<file path="config.mk">
export PLATFORM = sky130hd
export DESIGN_NAME = tsct_div_cell
export DESIGN_NICKNAME = d
export VERILOG_FILES = /design/src/design/tsct_div_cell.sv
export SDC_FILE = /design/constraint.sdc
export NUM_CORES = 1
export LEC_CHECK = 0
export BUFFER_PORTS_ARGS = -buffer_cell sky130_fd_sc_hd__buf_4
export CORE_ASPECT_RATIO = 0.75
export CORE_UTILIZATION = 30
export DETAILED_ROUTE_END_ITERATION = 10
export SYNTH_ARGS = -nofsm -noshare
export SYNTH_HDL_FRONTEND = slang
export SYNTH_SLANG_ARGS = --single-unit
</file>
<file path="constraint.sdc">
create_clock -name clk -period 0.9 [get_ports clk]
set_input_delay 0.135 -clock clk [delete_from_list [all_inputs] [get_ports clk]]
set_output_delay 0.135 -clock clk [all_outputs]
set_load 0.02 [all_outputs]
</file>
<file path="src/design/tsct_div_cell.sv">
// ----------------------------------------------------------------------------
// tsct_div_cell: one restoring division step for the tangent quotient
// Each cell settles one quotient bit and hands remainder onward.
// ----------------------------------------------------------------------------
module tsct_div_cell #(
	parameter int NW = 64,
	parameter int DW = 40
) (
	input  logic          clk,
	input  logic          arst_n,
	input  logic          en,
	input  logic          vld_in,
	input  logic [NW-1:0] num_in,
	input  logic [DW:0]   rem_in,
	input  logic [DW-1:0] den_in,
	input  logic [NW-1:0] quo_in,
	input  logic [3:0]    side_in,
	output logic          vld_out,
	output logic [NW-1:0] num_out,
	output logic [DW:0]   rem_out,
	output logic [DW-1:0] den_out,
	output logic [NW-1:0] quo_out,
	output logic [3:0]    side_out
);
	logic [DW+1:0] sh;
	logic [DW+1:0] diff;
	logic          ge;

	// shift in next numerator bit and trial subtract
	assign sh   = {rem_in, num_in[NW-1]};
	assign diff = sh - {2'b00, den_in};
	assign ge   = !diff[DW+1];

	always_ff @(posedge clk or negedge arst_n) begin
		if (!arst_n) begin
			vld_out <= 1'b0;
		end else if (en) begin
			vld_out <= vld_in;
		end
	end
	always_ff @(posedge clk) begin
		if (en) begin
			num_out  <= {num_in[NW-2:0], 1'b0};
			rem_out  <= ge ? diff[DW:0] : sh[DW:0];
			den_out  <= den_in;
			quo_out  <= {quo_in[NW-2:0], ge};
			side_out <= side_in;
		end
	end
endmodule
</file>
==> results.sh <==
export IMPL_run_status="finished, violations left"
export IMPL_failing_checks="negative setup slack"
export IMPL_dominantRegCellSynth="sky130_fd_sc_hd__edfxtp_1"
export IMPL_critPathCaptureType="register"
export IMPL_port_buffers=428
export IMPL_r2r_cells=2
export IMPL_fmax_mhz=440.4
export IMPL_min_period_over_period_pct=252.3
export IMPL_sequential_cell_area_fraction_in_the_yosys_report_pct=65.95
export IMPL_gp_congestion=0.8516
export IMPL_synth_area_top_cells="sky130_fd_sc_hd__edfxtp_1 (66%), sky130_fd_sc_hd__mux2_4 (5.4%), sky130_fd_sc_hd__ha_1 (5.2%)"
export IMPL_worstHoldPathType="in -> reg"
export IMPL_synth_area_per_cell_um2=14.09
export IMPL_synthToLayoutAreaGrowth_pct=98.63
export IMPL_vdd_ir_drop_worst_mv=1.034
export IMPL_detail_route_wl_per_cell_um=19.55
export IMPL_worst_r2r_setup_slack_ps=-20
export IMPL_number_of_enable_type_register_cells_in_the_synthesized_netlist=212
export IMPL_drt_iter0_markers=542
export IMPL_final_cell_count_no_fill=1971
export IMPL_worst_clock_skew_ps=0
export IMPL_globalRouteMet3Util_pct=5.931
export IMPL_cts_root_buf="sky130_fd_sc_hd__clkbuf_16"
export IMPL_io_pins=431
export IMPL_height_of_the_chip_um=157.7
export IMPL_final_layout_size_suffix_gt1_share_pct=49.84
export IMPL_number_of_nets_in_the_final_layout=1806
export IMPL_rows=56
export IMPL_cts_sink_count=213
export IMPL_grt_first_pass_wirelength_um=55950
export IMPL_placed_cells_incl_taps=1701
export IMPL_syn_inst=688
export IMPL_global_route_usage_met2_pct=38.33
export IMPL_power_density_nw_per_um2=1633
export IMPL_synth_net_count=946
export IMPL_floorplan_initialDensity_pct=30.73
export IMPL_vias=9151
export IMPL_cts_htree_levels=1
export IMPL_cp_max_fo=7
export IMPL_post_synth_top_area_fraction_pct=65.69
export IMPL_cp_start_kind="input pin"
export IMPL_clkTransAtPathRegs_ps=60
export IMPL_synth_cell_area_um2=9691
export IMPL_via_count_of_the_first_global_routing_pass=9334
export IMPL_worst_ep_required_time_ps=1190
export IMPL_timing_critical_path_from="rem_in[38]"
export IMPL_worstReg2RegEnd="vld_out"
export IMPL_report_final_setup_viol=256
export IMPL_asyncSetResetFlopFracSynth_pct=0.4695
export IMPL_busiest_layer="met2"
export IMPL_gr_usage_all_layers_pct=22.44
export IMPL_wl_final_um=38540
export IMPL_grt_overflow_total=0
export IMPL_vias_per_cell=4.643
export IMPL_crit_reg2reg_launch="vld_out"
export IMPL_die_area_um2=33030
export IMPL_period_needed_ps=2271
export IMPL_worst_setup_path_endpoint="rem_out[30]"
export IMPL_grt_max_degree=45
export IMPL_rsz0062_at_grt="true"
export IMPL_ant_nets=0
export IMPL_antenna_violations_before_repair=3
export IMPL_cts_tree="done"
export IMPL_met1_usage_pct=27.60
export IMPL_cts_buffers_inserted=23
export IMPL_placed_area_um2=15070
export IMPL_hold_viol_final=0
export IMPL_critical_path_class="in -> reg"
export IMPL_max_slew_vio_count=0
export IMPL_netlist_cell_type_count=61
export IMPL_maxCapViolCount=0
export IMPL_die_w_um=209.5
export IMPL_cellLeakagePower_uw=0.008387
export IMPL_final_area_um2=19250
export IMPL_place_detailed_hpwl_um=25760
export IMPL_placeableCoreArea_um2=31530
export IMPL_cell_type_with_the_highest_aggregate_area_in_the_netlist="sky130_fd_sc_hd__edfxtp_1"
export IMPL_worst_ep_arrival_time_ps=2560
export IMPL_cts_path_max_buffers=3
export IMPL_clock_latency_ps=540
export IMPL_post_route_drc_count=0
export IMPL_yosysWarningCount=0
export IMPL_drt_pass1_iterations=5
export IMPL_setup_slack_ps=-1371
export IMPL_totalPowerFinal_uw=31440
export IMPL_ff_latch_count_synth=213
[cell usage after synthesis, types with 5 or more instances]
library cell and n:
sky130_fd_sc_hd__edfxtp_1 212, sky130_fd_sc_hd__a21oi_1 55, sky130_fd_sc_hd__inv_1 54, sky130_fd_sc_hd__nand2_1 43, sky130_fd_sc_hd__ha_1 40, sky130_fd_sc_hd__o21ai_0 36
sky130_fd_sc_hd__mux2_4 35, sky130_fd_sc_hd__nor2_1 27, sky130_fd_sc_hd__nand3_1 21, sky130_fd_sc_hd__xnor2_1 18, sky130_fd_sc_hd__xor2_1 14, sky130_fd_sc_hd__a21o_1 8
sky130_fd_sc_hd__a31oi_1 8, sky130_fd_sc_hd__nor3_1 8, sky130_fd_sc_hd__a211oi_1 7, sky130_fd_sc_hd__clkbuf_1 7, sky130_fd_sc_hd__nand4_1 7, sky130_fd_sc_hd__buf_2 5
sky130_fd_sc_hd__o21a_1 5, sky130_fd_sc_hd__o31ai_1 5
[worst min-delay path by stage]
stage          cells after the start     endpoint  slack (ps)       start
6_report                           3   rem_out[0]          40   den_in[0]
2_1_floorplan                      0      vld_out        -160      arst_n
3_3_place_gp                       1      vld_out         -90      arst_n
5_1_grt                            3   rem_out[0]          20   den_in[0]
4_1_cts                            3  rem_out[28]           1  rem_in[27]
3_5_place_dp                       1      vld_out         -90      arst_n
[metal layers]
layer / up-vias / share of wire, % / routed length, µm
met5: - / 0.034 / 13
met4: 2 / 3.6 / 1380
met3: 75 / 6.6 / 2560
met2: 352 / 49 / 18960
met1: 4412 / 41 / 15620
li1: 4310 / - / -
[where the power goes]
group | switching (µW) | total [µW] | internal [µW]
logic | 4410 | 10000 | 5600
clock network | 4140 | 8860 | 4720
registers | 490 | 12600 | 12100
total | 9030 | 31400 | 22400
[repair_timing]
| action | CTS | global route |
|---|---|---|
| setup endpoints to repair | 255 | 256 |
| hold buffers | 211 | 1 |
| gates cloned | 1 | 2 |
| buffers inserted | 13 | 3 |
| pin swaps | 7 | 12 |
| endpoints found under the hold margin | 210 | 1 |
| resized for setup | 260 | 42 |
[stage by stage]
stage	setup WS, ps	hold slack (ps)	TNS, ps	util [%]
3_3_place_gp	-2120	-88.55	-89060	47.79
3_5_place_dp	-2195	-88.73	-88830	47.79
2_1_floorplan	-1778	-160.6	-72830	-
4_1_cts	-1332	1.044	-124700	60.37
6_report	-1371	36.76	-122550	61.05
5_1_grt	-1412	17.13	-133680	61.05
[cells by family (layout without fill, tap and decap cells)]
| logic type | count (synthesis) | count (layout) | synth area share (%) |
|---|---|---|---|
| mux | 41 | 41 | 6.068 |
| fa+ha+maj | 41 | 41 | 5.371 |
| flops | 213 | 213 | 65.95 |
| other cells | 1 | 3 | 0.03870 |
| buf+inv | 71 | 946 | 3.163 |
| simple gates | 142 | 142 | 7.282 |
| compound gates | 146 | 146 | 9.064 |
| xor+xnor | 33 | 33 | 3.060 |
[critical path, cell delays in order]
cell and delay, ps:
sky130_fd_sc_hd__buf_4 120, sky130_fd_sc_hd__ha_1 290, sky130_fd_sc_hd__and3_4 210, sky130_fd_sc_hd__nand2_2 50, sky130_fd_sc_hd__or4_4 410, sky130_fd_sc_hd__or3_4 350, sky130_fd_sc_hd__o21ai_4 210, sky130_fd_sc_hd__xnor2_4 150
sky130_fd_sc_hd__buf_12 180, sky130_fd_sc_hd__clkbuf_16 170, sky130_fd_sc_hd__mux2_4 290
[placed cells by master (no fill, tap or decap), drive strengths merged, types with 3 or more instances in the layout]
master         n
a31oi          8
nand2         43
clkbuf        29
and3           3
nor2          27
or4            3
or2            3
o21a           5
inv           55
nor3           8
o31ai          5
a211oi         7
a21o           8
edfxtp       212
or3            3
and2           5
and4           3
o21ai         38
dlygate4sd3  212
a21oi         56
buf          637
mux2          37
o211ai         4
nor4           3
clkinv        13
o21bai         3
ha            40
nand3         21
mux2i          4
nand2b         4
xnor2         19
nand4          7
xor2          14
[registers in the layout (all words and copies together), names as in the netlist]
| signal | cells |
|---|---|
| vld_out | 1 |
| num_out | 63 |
| quo_out | 64 |
| side_out | 4 |
| den_out | 40 |
| rem_out | 41 |
[final cells by class]
cell class / count / area (µm²)
diodes: 2 / 5.005
clock buffers: 26 / 586.8
clock inverters: 14 / 86.33
fillers: 2376 / 12280
inverters: 54 / 222.7
multi-input cells: 404 / 3410
flip-flops and latches: 213 / 6391
well taps: 406 / 508.0
repair buffers: 852 / 8039
No activity file was read; power rests on OpenSTA's default activity.
